===== src/rtl/tun_pkg.sv =====
// shared constants for the triangle unit normal pipeline
// no dependencies
package tun_pkg;
  localparam int COORD_BITS_DEF = 16;
  localparam int FRAC_BITS_DEF  = 14;
  localparam int NORM_BITS      = 16;
  localparam int MAG_BITS       = 34;
endpackage


===== src/rtl/tun_sqrt.sv =====
// integer square root, one result bit per pipeline stage
// depends on tun_pkg
module tun_sqrt #(
  parameter int SW = 72,
  parameter int RW = 36,
  parameter int SIDE_W = 8
) (
  input  logic clk,
  input  logic rst_n,
  input  logic en,
  input  logic vld_i,
  input  logic [SW-1:0] sum_i,
  input  logic [SIDE_W-1:0] side_i,
  output logic vld_o,
  output logic [RW-1:0] root_o,
  output logic [SIDE_W-1:0] side_o
);
  import tun_pkg::*;

  localparam int XW = SW + 2;

  logic [RW-1:0] vld_r;
  logic [SW-1:0] rem_r [RW];
  logic [RW-1:0] root_r [RW];
  logic [SIDE_W-1:0] side_r [RW];

  for (genvar i = 0; i < RW; i++) begin : g_bit
    localparam int B = RW - 1 - i;
    logic [SW-1:0] rem_in;
    logic [RW-1:0] root_in;
    logic [SIDE_W-1:0] side_in;
    logic vld_in;
    logic [XW-1:0] trial;
    if (i == 0) begin : g_first
      assign rem_in  = sum_i;
      assign root_in = '0;
      assign side_in = side_i;
      assign vld_in  = vld_i;
    end else begin : g_next
      assign rem_in  = rem_r[i-1];
      assign root_in = root_r[i-1];
      assign side_in = side_r[i-1];
      assign vld_in  = vld_r[i-1];
    end
    // (r + 2^b)^2 - r^2
    assign trial = (XW'(root_in) << (B + 1)) + (XW'(1) << (2 * B));

    always_ff @(posedge clk) begin
      if (!rst_n) begin
        vld_r[i] <= 1'b0;
      end else if (en) begin
        vld_r[i] <= vld_in;
      end
    end

    always_ff @(posedge clk) begin
      if (en) begin
        side_r[i] <= side_in;
        if (XW'(rem_in) >= trial) begin
          rem_r[i]  <= SW'(XW'(rem_in) - trial);
          root_r[i] <= root_in | (RW'(1) << B);
        end else begin
          rem_r[i]  <= rem_in;
          root_r[i] <= root_in;
        end
      end
    end
  end

  assign vld_o  = vld_r[RW-1];
  assign root_o = root_r[RW-1];
  assign side_o = side_r[RW-1];
endmodule


===== config.mk =====
export PLATFORM = sky130hd
export DESIGN_NAME = tun_sqrt
export DESIGN_NICKNAME = d
export VERILOG_FILES = /design/src/rtl/tun_pkg.sv /design/src/rtl/tun_sqrt.sv
export SDC_FILE = /design/constraint.sdc
export NUM_CORES = 2
export LEC_CHECK = 0
export BUFFER_PORTS_ARGS = -buffer_cell sky130_fd_sc_hd__buf_4
export CAP_MARGIN = 25
export CELL_PAD_IN_SITES_DETAIL_PLACEMENT = 0
export CELL_PAD_IN_SITES_GLOBAL_PLACEMENT = 1
export CORE_ASPECT_RATIO = 1.5
export CORE_MARGIN = 5
export CORE_UTILIZATION = 57
export CTS_CLUSTER_DIAMETER = 100
export DETAILED_ROUTE_END_ITERATION = 8
export PLACE_DENSITY_LB_ADDON = 0.25
export SLEW_MARGIN = 15
export SYNTH_ARGS = -nofsm -noshare
export SYNTH_HDL_FRONTEND = slang
export SYNTH_MEMORY_MAX_BITS = 65536
export SYNTH_SLANG_ARGS = --single-unit

===== constraint.sdc =====
create_clock -name clk -period 16.1 [get_ports clk]
set_clock_uncertainty 0.1 [all_clocks]
set_input_delay 3.22 -clock clk [delete_from_list [all_inputs] [get_ports clk]]
set_output_delay 3.22 -clock clk [all_outputs]
set_load 0.005 [all_outputs]

[Yosys cells after proc, flatten, opt, wreduce, memory -nomap -nowiden]
Memories as Yosys holds them, arrays and structs flattened.
Index checks and enable logic that the tools add are counted.
W data, S select, Z words.
Operators by class
  muxes and demuxes: 290
  bitwise logic cells: 72
  add/sub/neg operators: 71
  magnitude comparators: 36
Operators with widths (number)
  $mux W72: 36
  $mux W36: 36
  $mux W1: 218
  $add A71 B69 Y72 const B: 1
  $ge A72 B38 Y1: 1
  $ge A72 B39 Y1: 1
  $ge A72 B40 Y1: 1
  $ge A72 B41 Y1: 1
  $ge A72 B42 Y1: 1
  $ge A72 B43 Y1: 1
  $ge A72 B44 Y1: 1
  $ge A72 B45 Y1: 1
  $ge A72 B46 Y1: 1
  $ge A72 B47 Y1: 1
  $ge A72 B48 Y1: 1
  $ge A72 B49 Y1: 1
  $ge A72 B50 Y1: 1
  $ge A72 B51 Y1: 1
  $ge A72 B52 Y1: 1
  $ge A72 B53 Y1: 1
  $ge A72 B54 Y1: 1
  $ge A72 B55 Y1: 1
  $ge A72 B56 Y1: 1
  $ge A72 B57 Y1: 1
  87 further kinds: 158
Word-level totals
  output and inout port bits: 45
  register bits: 36
  bits of input ports: 84
  bits in writable memories: 4176
  memories: 3
  logic and storage cells: 508
Memory list
  rem_r: depth 36, width 72, read ports 35, clocked after Yosys merged registers in 0, wr ports 36, line tun_sqrt.sv:23  | logic [SW-1:0] rem_r [RW];
  root_r: depth 36, width 36, read ports 36, clocked after Yosys merged registers in 0, wr ports 36, line tun_sqrt.sv:24  | logic [RW-1:0] root_r [RW];
  side_r: depth 36, width 8, read ports 36, clocked after Yosys merged registers in 0, wr ports 36, line tun_sqrt.sv:25  | logic [SIDE_W-1:0] side_r [RW];

[Longest topological paths before layout]
An unclocked memory read counts as a cell.
  depth after elaboration: 7
  mapped depth: 15
  gate-level depth less buffers: 13

[Worst setup path after synthesis]
No wires, ideal clock.
  kind: input port to flip-flop
  from: in en
  to: mem rem_r[32][0] (enable)
  setup time: 501 ps
  setup slack: 8594 ps
  data arrival time: 6904 ps
  stages: 4
  buffers on the path: 4
  data required time: 15499 ps
  cell sequence: clkbuf_1 clkbuf_1 clkbuf_1 clkbuf_1
RTL lines
  from (decl): line tun_sqrt.sv:10  | input logic en,
  to (decl): line tun_sqrt.sv:23

==> impl_metrics.py <==
metrics = {
    "floorplanning": {
        "initial_core_util_pct": 57.3,
        "die_w_um": 447,
        "die_area_um2": 298000,
        "die_h_um": 666,
        "ioPinCount": 129,
        "rows": 240,
        "fp.coreArea_um2": 285000,
    },
    "grt": {
        "grt_pass1_vias": 108486,
        "grtUsageTotal_pct": 31.1,
        "grt_max_degree": 205,
        "grt_pass1_wl_um": 676000,
        "grt_overflow_total": 0,
        "antenna_found_initial": 12,
    },
    "layout": {
        "finalNetCount": 13818,
        "post-route-util_pct": 63.2,
        "register_area_um2": 105000,
        "area_growth_pct": 10.2,
        "drive_above_1_share_pct": 7.33,
        "multi_input_comb_area_um2": 54200,
        "fillers": 21267,
        "final_cell_mix": "edfxtp_1, nand2_1, inv_1",
        "final_common_cell": "edfxtp_1",
    },
    "setup_path": {
        "worstPathRequired_ns": 16.80,
        "crit_path_start_kind": "input pin",
        "crit_fanout": 79,
        "r2r-end": "rem_r[33][65]",
        "r2r_slack_ns": 9.79,
        "crit_path_end_kind": "flip-flop",
        "cp.arrival_ns": 7.30,
        "reg2regPathDepth": 12,
        "r2r-start": "rem_r[32][23]",
        "critical_path_class": "in -> reg",
        "crit_start": "en",
        "crit_end": "g_bit[28].vld_in",
    },
    "synth": {
        "synth_nets": 13532,
        "ys_seq_elements": 3510,
        "synth-main-ff-cell": "edfxtp_1",
        "synthArstFlopShare_pct": 0,
        "syn_inst": 12749,
        "synth_top_cell_by_area": "edfxtp_1",
        "netlist_area_um2": 163000,
        "synth_edf_count": 3474,
        "syn_avg_cell_area_um2": 12.8,
        "yosysWarnings": 0,
        "ys_seq_area_share_pct": 64.3,
        "synth.area.top_cells": "edfxtp_1, ha_1, xor2_1, xnor2_1, o21ai_0",
        "yosys.area.top_type_share_pct": 63.8,
        "synth_cell_types": 101,
    },
    "routing": {
        "ant_nets": 0,
        "firstDrtPassIters": 6,
        "via_count": 103647,
        "drt_iter0_drc": 7535,
        "drc": 0,
        "routed_wl_um": 469000,
        "vias_per_cell": 6.07,
        "post_drt_wl_per_cell_um": 27.4,
    },
    "timing": {
        "fin_crit_ns": 6.59,
        "max_freq_ghz": 0.152,
        "final-setup-viol-count": 0,
        "timing.final.crit_share_pct": 41.0,
        "tightestPinTransition_ns": 1.25,
        "rsz0062_at_grt": "false",
        "setup_tns_ns": 0,
        "slew_violations": 0,
        "slew_headroom_pct": 16.5,
        "whs_ns": 0.314,
        "hold_violations": 0,
    },
    "clocking": {
        "cts_buffers": 333,
        "ctsHoldBuffers": 0,
        "cts.clk_slew.worst_paths_ns": 0.06,
        "cts_tree": "done",
        "cts_resized": 0,
        "h-tree-depth": 5,
        "cts_root_buffer": "clkbuf_16",
        "postCtsSetupRepairBufs": 0,
        "clk-insertion-delay-late_ns": 0.95,
        "cts_max_path_buffers": 4,
        "cts_sinks": 3510,
    },
    "worst_hold_path": {
        "worstHoldPathType": "reg -> reg",
    },
    "power_and_ir_drop": {
        "p_leak_uw": 0.0668,
        "p_per_area_nw_per_um2": 144,
        "peakVddDrop_mv": 0.112,
    },
    "place": {
        "io_buffers": 128,
        "hpwl_um": 363000,
        "globalplace.congestion": 1.02,
    },
    "run": {
        "drv_cap": 0,
    },
    "run_status": {
        "outcome": "complete, no violations",
    },
}
## through the flow
stage / area (um^2) / cells / total power (uW) / setup slack [ns]
after floorplan: 163000 / 12749 / 16100 / 8.59
after global placement: 169000 / 16432 / 18100 / 8.72
after detailed placement: 169000 / 16441 / 18200 / 8.59
after CTS: 180000 / 17035 / 26100 / 9.55
after global routing: 180000 / 17075 / 27100 / 9.32
final: 180000 / 17080 / 26000 / 9.51
## metal layers
| layer | global-route usage, % | part of all wire, % | up-vias |
|---|---|---|---|
| met4 | 31.7 | 13 | 0 |
| met3 | 3.61 | 3.6 | 1548 |
| met1 | 23.6 | 27 | 50526 |
| met5 | 0 | 0 | - |
| li1 | - | - | 48331 |
| met2 | 62.8 | 57 | 3242 |
## synth_stat cells (17+ instances only)
library cell,n
or2_2,62
nor4_1,422
mux2i_1,47
nor2_1,619
a2111oi_0,17
clkbuf_1,254
o31ai_1,66
nand2_1,977
xor2_1,564
a31o_2,23
a21oi_1,629
a31oi_1,67
and4_1,25
o21bai_1,60
a211o_1,27
ha_1,699
or4_1,90
buf_2,33
a21boi_0,34
a211oi_1,39
o21a_1,106
o211ai_1,32
nor3_1,365
mux2_2,67
and2_1,30
edfxtp_1,3474
nand3b_1,32
or3_1,171
nor4b_1,69
a21o_1,329
nor3b_1,20
nor2b_1,143
dfxtp_1,36
nand2b_1,128
nand3_1,202
xnor2_1,541
and3_1,63
o21ai_0,779
nand4b_1,42
nand4_1,205
inv_1,874
## area by class of cell
| class | count | share of cell area (%) |
|---|---|---|
| antenna | 35 | 0.0486 |
| clock buffer | 383 | 4.80 |
| clock inverter | 211 | 1.19 |
| inverter | 875 | 1.82 |
| multi-input combinational | 8061 | 30.1 |
| sequential | 3510 | 58.3 |
| tap | 3751 | 2.60 |
| timing repair buffer | 254 | 1.19 |
## kinds of logic after synthesis
| kind of cell | synth area share [%] |
|---|---|
| compound gates | 9.11 |
| xor+xnor | 5.92 |
| fa+ha+maj | 5.35 |
| buf+inv | 2.74 |
| flops | 64.3 |
| mux | 0.749 |
| simple gates | 11.9 |
## how the worst min path moves through the flow
| stage | startpoint | end | slack [ns] | cells past startpoint |
|---|---|---|---|---|
| floorplan | side_r[0][2] | side_r[0][10] | 0.30 | 0 |
| global placement | side_r[6][29] | side_r[7][5] | 0.30 | 0 |
| detailed placement | side_r[0][28] | side_r[1][4] | 0.30 | 0 |
| CTS | side_r[1][26] | side_r[2][2] | 0.30 | 0 |
| global route | side_r[1][26] | side_r[2][2] | 0.32 | 0 |
| finish | side_r[7][7] | side_r[7][15] | 0.31 | 0 |
## where the power goes
part / internal (uW) / switching (uW)
Sequential: 11500 / 927
Combinational: 2160 / 3520
Clock: 4490 / 3430
## worst max-delay path, stage by stage
cell     delay, ns
buf_16        0.32
buf_4         0.61
buf_4         0.78
buf_4         0.90
buf_4         0.89
mux2i_1       0.30
nor2b_1       0.07
## registers in the layout (all words and copies together), names as in the netlist
| name | cells |
|---|---|
| root_r | 666 |
| vld_o | 1 |
| g_bit.vld_in | 35 |
| side_r | 288 |
| rem_r | 2520 |
No activity file was read; power rests on OpenSTA's default activity.
